## config.mk

```make
export PLATFORM = sky130hd
export DESIGN_NAME = vcr_fifo
export DESIGN_NICKNAME = d
export VERILOG_FILES = /design/src/hw/rtl/vcr_pkg.sv /design/src/hw/rtl/vcr_fifo.sv
export SDC_FILE = /design/constraint.sdc
export NUM_CORES = 1
export LEC_CHECK = 0
export BUFFER_PORTS_ARGS = -buffer_cell sky130_fd_sc_hd__buf_4
export CAP_MARGIN = 0
export CORE_UTILIZATION = 52
export CTS_BUF_LIST = sky130_fd_sc_hd__clkbuf_16
export DETAILED_ROUTE_END_ITERATION = 6
export PLACE_DENSITY = 0.8
export SETUP_SLACK_MARGIN = 0.05
export SYNTH_ARGS = -nofsm -noshare
export SYNTH_HDL_FRONTEND = slang
export SYNTH_SLANG_ARGS = --single-unit
```

## constraint.sdc

```tcl
create_clock -name clk -period 9.4 [get_ports clk]
set_input_delay 0 -clock clk [delete_from_list [all_inputs] [get_ports clk]]
set_output_delay 0 -clock clk [all_outputs]
set_load 0.1 [all_outputs]
```

## src/hw/rtl/vcr_pkg.sv

```systemverilog
// ----------------------------------------------------------------------------
// vcr_pkg
// Shared types and codes for the vsock connection responder.
// ----------------------------------------------------------------------------
package vcr_pkg;

    localparam logic [15:0] OP_REQUEST  = 16'd1;
    localparam logic [15:0] OP_RESPONSE = 16'd2;
    localparam logic [15:0] OP_RST      = 16'd3;
    localparam logic [15:0] OP_SHUTDOWN = 16'd4;
    localparam logic [15:0] OP_RW       = 16'd5;

    localparam logic [15:0] TYPE_STREAM    = 16'd1;
    localparam logic [15:0] TYPE_SEQPACKET = 16'd2;

    localparam logic [1:0]  FLAGS_NONE = 2'd0;
    localparam logic [1:0]  FLAGS_BOTH = 2'd3;

    localparam logic [31:0] BUF_ALLOC_RESET = 32'd1024;

    typedef enum logic [1:0] {
        CLS_REQUEST,
        CLS_RST,
        CLS_SHUTDOWN,
        CLS_RW
    } vcr_cls_t;

    // connection tuple as it arrives, unswapped
    typedef struct packed {
        logic [63:0] src_cid;
        logic [63:0] dst_cid;
        logic [31:0] from_port;
        logic [31:0] to_port;
    } vcr_key_t;

    typedef struct packed {
        vcr_key_t    key;
        logic [31:0] payload_len;
        logic [15:0] sock_type;
        vcr_cls_t    cls;
        logic        type_ok;
    } vcr_cmd_t;

    typedef struct packed {
        logic [63:0] src_cid;
        logic [63:0] dst_cid;
        logic [31:0] from_port;
        logic [31:0] to_port;
        logic [31:0] len;
        logic [15:0] sock_type;
        logic [15:0] op;
        logic [1:0]  flags;
        logic [31:0] alloc_bytes;
    } vcr_reply_t;

endpackage

```

## src/hw/rtl/vcr_fifo.sv

```systemverilog
// ----------------------------------------------------------------------------
// vcr_fifo
// Two-entry command queue between the decode front and the table back end.
// ----------------------------------------------------------------------------
module vcr_fifo
(
    input  logic              clk,
    input  logic              rst_n,
    input  logic              push,
    input  vcr_pkg::vcr_cmd_t push_data,
    output logic              full,
    input  logic              pop,
    output vcr_pkg::vcr_cmd_t pop_data,
    output logic              empty
);
    import vcr_pkg::*;

    vcr_cmd_t    mem_reg [2];
    logic        wr_ptr_reg, wr_ptr_next;
    logic        rd_ptr_reg, rd_ptr_next;
    logic [1:0]  count_reg,  count_next;

    assign full     = (count_reg == 2'd2);
    assign empty    = (count_reg == 2'd0);
    assign pop_data = mem_reg[rd_ptr_reg];

    always_comb
    begin
        wr_ptr_next = wr_ptr_reg ^ push;
        rd_ptr_next = rd_ptr_reg ^ pop;
        count_next  = count_reg + {1'b0, push} - {1'b0, pop};
    end

    always_ff @(posedge clk or negedge rst_n)
    begin
        if (!rst_n)
        begin
            wr_ptr_reg <= 1'b0;
            rd_ptr_reg <= 1'b0;
            count_reg  <= 2'd0;
        end
        else
        begin
            wr_ptr_reg <= wr_ptr_next;
            rd_ptr_reg <= rd_ptr_next;
            count_reg  <= count_next;
        end
    end

    always_ff @(posedge clk)
    begin
        if (push)
        begin
            mem_reg[wr_ptr_reg] <= push_data;
        end
    end

endmodule

```

==> qor.csv <==
stage,metric,value,unit
run_status,run_status,"complete, no violations",
placed_design,numPortBuffers,491,
layout,drive_gt1_share,51.6,%
synthesis,ys_seq_area_share,79.9,%
synthesis,synth_compound_area_share,0,%
clock_network,htree_levels,2,
clock_network,cts_buffers,47,
sta,fin_crit_sh,35.2,%
floorplan,io-pin-count,492,
detailed_routing,drtIter0Drc,560,
floorplan,initial_core_util,53.0,%
sta,clock_skew,0.0117,ns
clock_network,post_cts.repair.setup_buffers,0,
clock_network,clk_latency,0.56,ns
min_path,min_to,mem_reg[0][59],
grt,grt_pass1_vias,11200,
setup_path,crit_path_end_kind,flop,
setup_path,worstPathMaxFanout,78,
min_path,hold_depth,2,
synthesis,synth_top_family_by_area,multiplexers,
placed_design,gp_congestion,0.744,
job,maxCapViolations,0,
sta,maxSlewViolCount,0,
synthesis,syn_area,18400,um2
floorplan,die_x,190,um
floorplan,num_rows,68,
grt,grt_overflow_total,0,
grt,groute.usage.overall,24.5,%
detailed_routing,detail_route.first_pass.iterations,5,
setup_path,r2r_slack,6.09,ns
layout,nNetsFinal,1791,
floorplan,fp.coreArea,34700,um2
grt,grt_max_degree,130,
setup_path,r2r_end,mem_reg[0][182],
setup_path,r2r_cells,4,
setup_path,crit_required,9.57,ns
setup_path,cp.arrival,3.48,ns
detailed_routing,via_count,10400,
setup_path,rr_startpoint,wr_ptr_reg,
synthesis,synthAdderAreaFrac,0.272,%
placed_design,dp_hpwl,25600,um
detailed_routing,wl,45500,um
clock_network,clock_sinks,490,
grt,grt_pass1_wl,65000,um
clock_network,root_buffer,clkbuf_16,
synthesis,synth_xor_area_share,0.177,%
setup_path,crit_type,flop to flop,
placed_design,placed_area,22500,um2
clock_network,cts_tree,done,
clock_network,clock_path_buffers,3,
synthesis,syn_inst,772,
sta,fmax,0.302,GHz
sta,finalHoldViolations,0,
min_path,hp-class,primary input to flop,
sta,max-slew-margin-rel,26.5,%
min_path,min_from,push_data[59],
layout,area_growth,44.0,%
synthesis,synth_warnings,0,
synthesis,synth_mux_area_share,18.1,%
synthesis,ys_ff_latch,490,
sta,layout_min_cycle_time,3.31,ns
sta,tightest_slew,1.10,ns
sta,fin_setup_tns,0,ns
layout,layout_common_cells,"498 x buf_4, 486 x edfxtp_1, 247 x dlygate4sd3_1, 160 x mux2_4, 83 x mux2_2",
clock_network,path_clk_slew,0.07,ns
detailed_routing,wire_per_inst,22.4,um
layout,layout_commonest_cell,buf_4,
clock_network,cts.repair.resized,0,
sta,setup_viol,0,
floorplan,dieArea,36100,um2
sta,rsz0062_at_grt,false,
layout,fin_area,26500,um2
synthesis,synthDistinctLibCells,12,
grt,antenna_found_initial,1,
detailed_routing,viasPerCell,5.14,
detailed_routing,antenna_left,0,
detailed_routing,drc,0,
synthesis,synth_simple_gate_area_share,0.0544,%
floorplan,die_y,190,um
setup_path,startpoint_type,flop,
layout,largest_reg_flops,486,
synthesis,syn_avg_cell_area,23.8,um2
synthesis,syn-num-nets,1023,
how the worst max path moves through the flow:
stage               start               to  slack, ns  depth (start not counted)
2_1_floorplan  wr_ptr_reg    mem_reg[0][0]       2.76                          2
3_3_place_gp   wr_ptr_reg  mem_reg[0][175]       6.13                          4
3_5_place_dp   wr_ptr_reg  mem_reg[0][175]       6.11                          4
4_1_cts        wr_ptr_reg  mem_reg[0][180]       6.10                          4
5_1_grt        wr_ptr_reg  mem_reg[0][202]       5.93                          4
6_report       wr_ptr_reg  mem_reg[0][182]       6.09                          4
critical path, stage by stage (launching register included):
cell	delay, ns
dfrtp_1	0.41
inv_1	0.11
ha_4	0.63
buf_4	0.73
buf_4	0.96
cell families after synthesis:
logic type	after synthesis
multiplexers	243
flip-flops	490
XOR/XNOR	2
AND/OR/NAND/NOR	2
adder cells (fa/ha/maj)	4
buffers and inverters	31
metal layers:
layer,track usage (%),part of all wire (%),wire length [um],vias to the layer above
li1,-,-,-,4612
met1,26.4,35,15800,5236
met2,45.7,55,24900,478
met3,5.40,6.8,3090,100
met4,10.5,3.9,1770,0
met5,0,0,0,-
area by class of cell:
| cell class | instances | area [um2] |
|---|---|---|
| flip-flops and latches | 490 | 14700 |
| fillers | 1767 | 8230 |
| repair buffers | 746 | 6230 |
| multi-input cells | 251 | 3450 |
| clock buffers | 49 | 1230 |
| well taps | 455 | 569 |
| clock inverters | 34 | 289 |
| inverters | 4 | 15.0 |
| diodes | 1 | 2.50 |
Yosys cell counts:
| cell | number | area, um2 |
|---|---|---|
| buf_2 | 8 | 40.0 |
| inv_1 | 4 | 15.0 |
| buf_6 | 19 | 214 |
| ha_1 | 4 | 50.1 |
| xor3_1 | 1 | 23.8 |
| mux2_4 | 160 | 2400 |
| dfrtp_1 | 4 | 100 |
| edfxtp_1 | 486 | 14600 |
| nor2b_1 | 1 | 6.26 |
| nor2_1 | 1 | 3.75 |
| xor2_1 | 1 | 8.76 |
| mux2_2 | 83 | 935 |
stage by stage:
step	setup slack (ns)	hold WS (ns)	util, %	instances
3_5_place_dp	6.11	-0.198	64.8	1699
6_report	6.09	0.170	76.3	2030
2_1_floorplan	2.76	-0.296	-	772
4_1_cts	6.10	0.149	76.3	2029
5_1_grt	5.93	0.155	76.3	2030
3_3_place_gp	6.13	-0.200	64.8	1699
repair_timing:
item / in CTS / in global routing
hold endpoints to repair: 494 / 0
hold buffers: 247 / 0
setup endpoints to repair: 0 / 0
Power is not shown: default switching activity piles up to over one toggle a cycle in this logic, so the estimate is an artifact.
