### config.mk
export PLATFORM = sky130hd
export DESIGN_NAME = vcr_front
export DESIGN_NICKNAME = d
export VERILOG_FILES = /design/src/hw/rtl/vcr_pkg.sv /design/src/hw/rtl/vcr_front.sv
export SDC_FILE = /design/constraint.sdc
export NUM_CORES = 1
export LEC_CHECK = 0
export BUFFER_PORTS_ARGS = -buffer_cell sky130_fd_sc_hd__buf_2
export CORE_AREA = 2 2 194 196
export DETAILED_ROUTE_END_ITERATION = 10
export DIE_AREA = 0 0 196 198
export PLACE_DENSITY = 0.3
export SYNTH_ARGS = -nofsm -noshare
export SYNTH_HDL_FRONTEND = slang
export SYNTH_SLANG_ARGS = --single-unit
### constraint.sdc
create_clock -name vclk -period 1.43
set_clock_uncertainty 0.2 [all_clocks]
set_input_delay 0.143 -clock vclk [all_inputs]
set_output_delay 0.143 -clock vclk [all_outputs]
set_load 0.05 [all_outputs]
### src/hw/rtl/vcr_pkg.sv
// ----------------------------------------------------------------------------
// vcr_pkg
// Shared types and codes for the vsock connection responder.
// ----------------------------------------------------------------------------
package vcr_pkg;

    localparam logic [15:0] OP_REQUEST  = 16'd1;
    localparam logic [15:0] OP_RESPONSE = 16'd2;
    localparam logic [15:0] OP_RST      = 16'd3;
    localparam logic [15:0] OP_SHUTDOWN = 16'd4;
    localparam logic [15:0] OP_RW       = 16'd5;

    localparam logic [15:0] TYPE_STREAM    = 16'd1;
    localparam logic [15:0] TYPE_SEQPACKET = 16'd2;

    localparam logic [1:0]  FLAGS_NONE = 2'd0;
    localparam logic [1:0]  FLAGS_BOTH = 2'd3;

    localparam logic [31:0] BUF_ALLOC_RESET = 32'd1024;

    typedef enum logic [1:0] {
        CLS_REQUEST,
        CLS_RST,
        CLS_SHUTDOWN,
        CLS_RW
    } vcr_cls_t;

    // connection tuple as it arrives, unswapped
    typedef struct packed {
        logic [63:0] src_cid;
        logic [63:0] dst_cid;
        logic [31:0] from_port;
        logic [31:0] to_port;
    } vcr_key_t;

    typedef struct packed {
        vcr_key_t    key;
        logic [31:0] payload_len;
        logic [15:0] sock_type;
        vcr_cls_t    cls;
        logic        type_ok;
    } vcr_cmd_t;

    typedef struct packed {
        logic [63:0] src_cid;
        logic [63:0] dst_cid;
        logic [31:0] from_port;
        logic [31:0] to_port;
        logic [31:0] len;
        logic [15:0] sock_type;
        logic [15:0] op;
        logic [1:0]  flags;
        logic [31:0] alloc_bytes;
    } vcr_reply_t;

endpackage

### src/hw/rtl/vcr_front.sv
// ----------------------------------------------------------------------------
// vcr_front
// Takes packet headers, decodes the op and checks the socket type.
// Ops that get no reply are dropped here.
// ----------------------------------------------------------------------------
module vcr_front
(
    input  logic              in_valid,
    output logic              in_stall,
    input  logic [63:0]       src_cid,
    input  logic [63:0]       dst_cid,
    input  logic [31:0]       from_port,
    input  logic [31:0]       to_port,
    input  logic [31:0]       payload_len,
    input  logic [15:0]       sock_type,
    input  logic [15:0]       op,
    output logic              push,
    output vcr_pkg::vcr_cmd_t push_data,
    input  logic              q_full
);
    import vcr_pkg::*;

    logic     keep;
    vcr_cls_t cls;

    always_comb
    begin
        keep = 1'b1;
        cls  = CLS_RST;
        unique case (op)
            OP_REQUEST:  cls = CLS_REQUEST;
            OP_RST:      cls = CLS_RST;
            OP_SHUTDOWN: cls = CLS_SHUTDOWN;
            OP_RW:       cls = CLS_RW;
            default:     keep = 1'b0;
        endcase
    end

    assign in_stall = q_full;
    assign push     = in_valid && !q_full && keep;

    always_comb
    begin
        push_data.key.src_cid   = src_cid;
        push_data.key.dst_cid   = dst_cid;
        push_data.key.from_port = from_port;
        push_data.key.to_port   = to_port;
        push_data.payload_len   = payload_len;
        push_data.sock_type     = sock_type;
        push_data.cls           = cls;
        push_data.type_ok       = (sock_type == TYPE_STREAM) || (sock_type == TYPE_SEQPACKET);
    end

endmodule

==> results.txt, run 1 <==
The share of post-route cells with drive strength above 1 is between 80% and 90%. The post-layout minimum cycle time came out at 1624 ps. The max-capacitance violation count is 0.

The achievable frequency came out at between 600 and 700 MHz. The leakage power summed over all cells came out at slightly below 0.3 nW. Dividing the detail-routed via count by the number of cells gives ~1.5. The worst hold path belongs to the class input pin to primary output. The top-area cell type share of the netlist area came out at 94.02%. The gate family responsible for the most delay along the worst path is simple AND/OR/NAND/NOR gates.

The port buffer count is 55. The smallest setup slack after layout is -194.0 ps. The number of global-route vias before repair is 942.

The leftover overflow at the end of global routing is 0. The critical path required time came out at approximately 1100 ps. The slew at the pin closest to its max-slew limit is about 320 ps. The placed instance count came out at roughly 550. The sequential fraction of the synthesis area came out at 0%. The quantity of hold-fixing buffers added after cts is 0. The first global-routing pass estimated ~8.6 mm of wire. The final count of pins violating max slew is 0. On the worst path, the slowest cell contributes a delay of approximately 300 ps. The initial antenna violation count was 0. The endpoint kind of the worst setup timing path is a primary output. STA classifies the critical path startpoint as an input pin. On the critical path, the stage with the largest delay is an instance of and4bb_2. The global placement routability congestion is 0.5316. The detailed router's first-iteration violation count came out at 17.

Setup repair after global routing could not meet its margin everywhere. The kind of critical path is input pin to primary output. Setup violations remaining at the end of the flow were counted as 3. The antenna diode count came out at 0.

In this run the vertical extent of the chip is 198 um. The final clock period utilization by the worst path came out at 113.6%. The worst-path maximum fanout is 3. The number of top-level pins is ~500. The critical path arrival came out at 1280 ps. The starting utilization of the core area came out at under 10%.

The total routed wirelength is approximately 8 mm. The residual DRC count is 0. The sum of buffers and inverters on the critical path came out at 3. Traced cell by cell, the critical path runs through buf_6 > nor4_2 > nand4_1 > buf_4 > and4bb_2 > buf_8. The warning count from the yosys run came out at 0.

Summed over all instances, the cell type with the most area after synthesis is buf_4. Summing over every cut layer, the via total after detailed routing is around 800. The checks that failed: negative setup slack. The width of the chip is 196 um. The average instance area after synthesis is between 7 and 8 um2. The core region area came out at roughly 37000 um2. The combined area of all synthesized cells came out at about 1900 um2. The detail route stage leaves a number of antenna-violating nets equal to 0.

The layout clock buffer count came out at 0. The number of standard-cell rows in the floorplan came out at between 70 and 80. The net count after synthesis is about 520. The flow ran to the end, but the final reports show violations. Yosys attributes the largest share of cell area to buf_4, nor4_1, xnor2_1, nor2_1, and4bb_2. Entering global routing, the biggest net connects 4 pins. The non-filler instance count after layout came out at ~550. The power density over the cells is between 150 and 200 nW/um2. In the layout the commonest cells are buf_2, buf_4, nor4_2, buf_6. The total design power came out at ~220 uW.

The total area of sequential cells is 0 um2. The instance count of the mapped netlist came out at 260. Before antenna repair, the detailed router went through 3 iterations. VDD sags by at most about 0.046 mV. The number of different library cells used by synthesis comes to 11. In the final design database the tool counted 340 nets. The max-slew headroom at the worst pin is between 70% and 80%.

The post-placement worst setup slack is -297.0 ps. The library cell used most frequently in the layout, excluding fill and tap cells, is buf_2. The layout sequential cell count is 0.

Compared with the post-synthesis result, the final layout area differs by -40.57%. The total die area is roughly 39000 um2. The global-route total usage across every layer came out at between 3 and 4%. The per-cell routed wire length is between 10 and 15 um. The count of filler cells inserted in the layout came out at ~4400.

The final hold violation count came to 0.
[synth_stat cells, drive strengths merged]
library cell	instances
nand2b	1
nor3	1
xnor2	2
and4bb	1
o21ai	1
nand4	2
nor4	5
or3	1
inv	1
nor2	4
buf	241
[stage by stage]
step / hold WS (ps) / cell area [um2] / TNS, ps / utilization, %
6_report: 86.02 / 1144 / -406.1 / 3.095
3_3_place_gp: 86.34 / 1046 / -741.1 / 2.830
4_1_cts: 86.34 / 1102 / -357.2 / 2.983
2_1_floorplan: 253.1 / 1934 / 0 / -
3_5_place_dp: 86.34 / 1046 / -733.4 / 2.830
5_1_grt: 86.07 / 1144 / -570.2 / 3.095
[path summary, 6_finish.rpt]
| check | start | to | depth (start not counted) |
|---|---|---|---|
| hold / removal | dst_cid[55] | push_data[170] | 0 |
| setup / recovery | op[3] | push | 6 |
[cell families after synthesis]
| logic type | Yosys count | synth area share (%) |
|---|---|---|
| xor gates and xnor gates | 2 | 0.9104 |
| AOI/OAI and AO/OA | 1 | 0.2598 |
| buffers and inverters | 242 | 94.21 |
| and+or+nand+nor | 15 | 4.616 |
[report_power, final]
part | internal, mW | leakage (nW) | switching (mW)
clock network | 0 | 0 | 0
logic | 0.0720 | 0.296 | 0.152
registers | 0 | 0 | 0
[layout make-up]
class,count,area [um2],share of cell area (%)
Multi-Input combinational cell,18,166.4,14.55
Inverter,1,3.754,0.3282
Timing Repair Buffer,61,380.4,33.26
Tap cell,474,593.1,51.86
[layer usage]
metal  track usage (%)  wire length [um]
met2             6.313              3706
met1             1.098               983
met4             5.051              1183
met5                 0                 0
met3             3.185              1953
[timing repair]
item,4_1_cts,5_1_grt
endpoints found under the setup margin,4,4
gates resized for setup,11,7
pin swaps,7,4
setup buffers,2,1
Note: power is estimated with default switching activity, not from simulation.
==> inputs of run 2 (changes only) <==
- BUFFER_PORTS_ARGS: -buffer_cell sky130_fd_sc_hd__buf_2 -> -buffer_cell sky130_fd_sc_hd__clkbuf_2
==> run 2 against run 1 <==
Net effect:
- critical path depth is the same
- fmax is 0.68% higher
- worst setup slack better by 11 ps
- the flow still finishes with violations (negative setup slack)
- cell count grew 0.18%
- wire length decreased by 0.66%
==> results.txt, run 2 (same netlist as run 1, synthesis figures left out) <==
The per-cell routed wire length is 14.01 um (-0.84%). The critical path required time came out at 1090 ps (about the same). The residual DRC count came to 0 (unchanged). The tightest min-delay check is of the input pin to primary output type. The antenna diode count came out at 0 (unchanged). The core region area came out at 36960 um2 (unchanged). The total number of nets in the final design came out at 341 (+0.29%). The leakage power summed over all cells came to 0.3129 nW (+5.5%). The length of the first detailed-routing pass in iterations is 2 (-1). The maximum vdd ir drop is 0.04163 mV (-10%). The final number of setup-violating endpoints is 3 (unchanged). The share of post-route cells with drive strength above 1 is 88.89% (+1.4 points). Setup repair after global routing could not meet its margin everywhere. The max-slew headroom at the worst pin came out at 76.81% (-2.0 points). The highest cell delay on the worst timing path is 310 ps (about the same). The flow ran to the end, but the final reports show violations. The number of vias after detailed routing is 800 (-1.2%). The number of global-route vias before repair is 937 (-0.53%). The final clock period utilization by the worst path is 112.8% (-0.76 points). The layout clock buffer count was 0 (unchanged). The met2 track demand over resource came out at 6.287% (-0.026 points). The gate family responsible for the most delay along the worst path is simple AND/OR/NAND/NOR gates. The total design power is 226.2 uW (+1.2%). The wire length of the first global-routing pass came out at 8.562 mm (-0.24%). The max-capacitance violation count came to 0 (unchanged). The leftover overflow at the end of global routing came out at 0 (unchanged). The pin count of the biggest net entering global routing is 4 (unchanged). The total routed wirelength is 7.774 mm (-0.66%). The share of the core filled with cells came out at 3.132% (+0.037 points). The post-layout minimum cycle time came out at 1613 ps (-10.92 ps).

The port buffer count is 55 (unchanged). The critical path arrival is 1270 ps (about the same). The starting utilization of the core area came out at 5.207% (unchanged). The library cells used most frequently in the layout, excluding fill and tap cells, are clkbuf_2, buf_4, nor4_2.

The largest individual stage delay along the critical path comes from the cell and4bb_2. The sum of buffers and inverters on the critical path came out at 3 (unchanged). The height of the die came out at 198 um (unchanged). The final hold violation count is 0 (unchanged). The total area of sequential cells came to 0 um2 (unchanged). The number of top-level pins is 503 (unchanged). The area added between synthesis and finish is -39.86%. The smallest setup slack after layout came out at -183.0 ps (+10.92 ps).

The power density over the cells was 195.5 nW/um2 (about the same). The slew at the pin closest to its max-slew limit is 349.3 ps (+28.87 ps). The final design instance area without fill came to 1157 um2 (+1.2%).

The total die area came out at 38810 um2 (unchanged). The routing usage on met3 came to 3.185% (unchanged). The worst-path maximum fanout came to 2 (-1). The non-filler instance count after layout came to 555 (+0.18%). The endpoint kind of the worst setup timing path is a primary output. The placed instance count is 554 (+0.18%). The number of standard-cell rows in the floorplan came out at 71 (unchanged). The kind of critical path is input pin to primary output. The final reports fail on negative setup slack. The remaining antenna violation count was 0 (unchanged). The global routing stage identified its most utilized layer as met2. The global-route total usage across every layer is 3.452% (-0.0073 points).

The library cell used most frequently in the layout, excluding fill and tap cells, is clkbuf_2. The initial antenna violation count came out at 0 (unchanged). The global placement routability congestion came out at 0.5297 (-0.36%). The standard cell area after detailed placement came out at 1069 um2 (+2.2%). The number of vias per cell after detailed routing came out at 1.441 (-1.4%). The met1 capacity usage during global routing came out at 1.098% (unchanged). The layout sequential cell count came to 0 (unchanged). The achievable frequency came out at 620.0 MHz (+0.68%). The final count of pins violating max slew came out at 0 (unchanged). Traced cell by cell, the critical path runs through buf_6 > nor4_2 > nand4_1 > buf_4 > and4bb_2 > buf_12. The detailed router's first-iteration violation count came to 12 (-5). The width of the chip is 196 um (unchanged). The launching element type of the critical path is an input pin.
## run 2: changes by cell type in the layout (fill, tap and decap cells not counted), sizes merged
cell,delta
clkbuf,+50
buf,-49
## run 2: layout make-up
cell class	instances	area (um2)
well taps	474	593.1
fillers	4429	35800
inverters	1	3.754
repair buffers	62	389.1
multi-input cells	18	171.4
## run 2: repair_timing
action                     CTS  global route
pin swaps                    5             5
hold buffers                 0             0
setup endpoints to repair    4             4
buffers inserted             0             1
gates resized for setup      6             9
## run 2: path summary, 6_finish.rpt
path,from,endpoint,slack [ps],cells after the start
setup / recovery,op[7],push,-180,6
hold / removal,dst_cid[55],push_data[170],90,0
## run 2: per-stage QoR
step	TNS, ps	setup WS [ps]	hold WS [ps]
final	-407.5	-183.0	86.02
after global routing	-478.1	-207.0	86.07
after CTS	-341.9	-165.7	86.34
after detailed placement	-629.3	-248.2	86.34
after global placement	-665.9	-261.9	86.34
after floorplan	0	14.66	253.1
## run 2: layer usage
metal	routed length [um]	share of wire, %
met1	979	13
met2	3669	47
met3	1943	25
met4	1182	15
met5	0	0
## run 2: where the power goes
group | internal, mW | total (mW) | switching (mW)
Clock | 0 | 0 | 0
Sequential | 0 | 0 | 0
Combinational | 0.0714 | 0.226 | 0.155
==> inputs of run 3 (changes only) <==
- ABC_AREA: unset -> 1
- CORE_AREA: 2 2 194 196 -> 2 2 193 195
- DIE_AREA: 0 0 196 198 -> 0 0 195 197
==> run 3 against run 2 <==
Net effect:
- the run now ends clean
- first-iteration DRC count down 50%
- sequential cell count unchanged
- via count up 8.9%
- fmax up 19%
- cell count up 2.5%
- worst hold slack unchanged
- critical path type unchanged
==> results.txt, run 3 <==
The slowest stage of the critical path is the nor2_4 cell. The share of post-route cells with drive strength above 1 is 63.37% (-26 points). The width of the chip is 195 um (-0.51%). The run finished with clean final reports.

The sequential fraction of the synthesis area came to 0% (unchanged). The total routed wirelength was 7.284 mm (-6.3%). The internal power contribution is 61.37 uW (-14%). The number of vias after detailed routing came out at 871 (+8.9%). The post-layout minimum cycle time is 1353 ps (-259.8 ps). The highest cell delay on the worst timing path was 220 ps (-90 ps). The number of vias per cell after detailed routing came out at 1.531 (+6.2%). The length of the first detailed-routing pass in iterations came out at 4 (+2).

The power density over the cells came to 185.0 nW/um2 (-5.4%). The total area of sequential cells is 0 um2 (unchanged). The commonest cells after synthesis are buf_4, nor2_1, nand2_1, inv_1. The final total negative setup slack was 0 ps (+407.5 ps).

The most frequent standard cell in the layout excluding fill and tap cells is clkbuf_2. The combinational cell fraction of total power is 100.0% (about the same). The launch point of the worst path is op[13]. The port buffer count came out at 55 (unchanged). In this run the most critical hold path is launched from dst_cid[35]. The number of standard-cell rows in the floorplan came out at 70 (-1.4%).

The remaining antenna violation count came to 0 (unchanged). The number of global-route vias before repair is 992 (+5.9%). The core region area came to 36260 um2 (-1.9%). The worst setup path is launched from an input pin. The total number of nets in the final design came to 361 (+5.9%). Traced cell by cell, the critical path runs through clkbuf_2 > nor2_1 > nand2_1 > nor2_4 > nand2_1 > nor2_4 > buf_12.

In the post-synthesis netlist, the biggest area contributors are buf_4, nor2_1, nand2_1, nor2_2, inv_1. The count of filler cells inserted in the layout came out at 4373 (-1.3%). The height of the die is 197 um (-0.51%). The global placement routability congestion is 0.5033 (-5.0%). The max-capacitance violation count is 0 (unchanged).

The net count after synthesis was 544 (+5.0%). The pin count of the biggest net entering global routing is 5 (+1). The wire length of the first global-routing pass came to 8.459 mm (-1.2%). In this run the worst hold path is classified as input pin to primary output. The switching share of power was 70.37% (+1.9 points). The total design power is 207.2 uW (-8.4%). The warning count from the yosys run came to 0 (unchanged). The final worst hold slack came out at 86.02 ps (unchanged). Setup repair after global routing could not meet its margin everywhere. The leakage power summed over all cells is 0.3248 nW (+3.8%). The maximum vdd ir drop came out at 0.03571 mV (-14%).

The global-route total usage across every layer came to 3.330% (-0.12 points). The layout clock buffer count was 0 (unchanged). The final clock period utilization by the worst path was 94.63% (-18 points).

The instance count of the mapped netlist is 286 (+10%). The standard cell area after detailed placement is 1085 um2 (+1.5%). The slew at the pin closest to its max-slew limit came to 308.6 ps (-40.73 ps). The critical path arrival is 1010 ps (-260 ps). The top-area cell type share of the netlist area came out at 90.77% (-3.2 points). The distinct cell type count of the synthesized netlist came to 10 (-1). The critical path required time came out at 1090 ps (about the same).

The final design instance area without fill is 1120 um2 (-3.2%). The post-CTS setup repair buffer count is 0 (unchanged). The initial antenna violation count is 0 (unchanged). The power dissipated by switching net loads came out at 145.8 uW (-5.8%). The proportion of power drawn by flip-flops and latches is 0% (unchanged). The worst-path maximum fanout is 3 (+1). The setup path with the least slack is of type input pin to primary output. In the post-synthesis netlist, the cell with the most instances is buf_4. STA classifies the critical path endpoint as a primary output. The total die area is 38420 um2 (-1.0%).

The cell type with the highest aggregate area in the netlist is buf_4. In the layout the commonest cells are clkbuf_2, nor2_1, nand2_1. The area added between synthesis and finish came out at -43.82%.

The detailed router's first-iteration violation count came out at 6 (-6). The number of top-level pins is 503 (unchanged). The leftover overflow at the end of global routing is 0 (unchanged). The final count of pins violating max slew came out at 0 (unchanged). The power share of the clock group was 0% (unchanged). The max-slew headroom at the worst pin came out at 79.52% (+2.7 points).

The achievable frequency was 739.0 MHz (+19%). The final hold violation count came to 0 (unchanged). The combined area of all synthesized cells was 1993 um2 (+3.6%). The average instance area after synthesis came out at 6.969 um2 (-5.8%). The final number of setup-violating endpoints came to 0 (-3). The per-cell routed wire length is 12.80 um (-8.6%). The starting utilization of the core area came out at 5.497% (+0.29 points). The antenna diode count is 0 (unchanged). The residual DRC count came out at 0 (unchanged). The layout sequential cell count is 0 (unchanged).
==> run 3: cell count changes after synthesis, sizes merged, moves of 2 or more <==
cell	before	now
nand2	0	13
nor2	4	23
nand4	2	0
nand3	0	2
and2	0	2
xnor2	2	0
nor4	5	0
inv	1	3
==> run 3: kinds of logic (layout without fill, tap and decap cells) <==
family,count (synthesis),in the layout,share of synthesized area [%]
buf+inv,244,59,91.34
simple gates,40,40,8.161
compound gates,2,2,0.5017
==> run 3: layer usage <==
| layer | global-route usage [%] | wire [um] |
|---|---|---|
| met1 | 2.183 | 1594 |
| met4 | 4.580 | 993 |
| met3 | 3.628 | 1977 |
| met2 | 4.325 | 2719 |
| met5 | 0 | 0 |
==> run 3: area by class of cell <==
cell class	count	area (um2)	area share (%)
Tap cell	468	585.6	52.29
Timing Repair Buffer	56	325.3	29.05
Multi-Input combinational cell	42	197.7	17.65
Inverter	3	11.26	1.006
==> run 3: what timing repair did <==
action	in CTS	in global routing
pin swaps	0	2
gates resized for setup	4	9
setup endpoints to repair	3	4
hold buffers	0	0
==> run 3: final timing paths <==
kind	to	slack, ps	depth (start not counted)
max	push	80	7
min	push_data[150]	90	0
==> run 3: critical path: cells and delay by family <==
family | cells | cell delay, ps
simple gates | 5 | 630
buf+inv | 2 | 220
==> run 3: per-stage QoR <==
| step | utilization, % | setup WS, ps | std cells |
|---|---|---|---|
| floorplan | - | 29.39 | 286 |
| global placement | 2.992 | -47.80 | 569 |
| detailed placement | 2.992 | -72.63 | 569 |
| CTS | 3.026 | 1.731 | 569 |
| global route | 3.088 | -9.514 | 569 |
| finish | 3.088 | 76.76 | 569 |
==> run 3: power by group through the flow <==
stage | sequential [mW] | combinational, mW | clock (mW)
6_report | 0 | 0.207 | 0
3_5_place_dp | 0 | 0.206 | 0
2_1_floorplan | 0 | 1.84 | 0
5_1_grt | 0 | 0.222 | 0
4_1_cts | 0 | 0.208 | 0
3_3_place_gp | 0 | 0.205 | 0
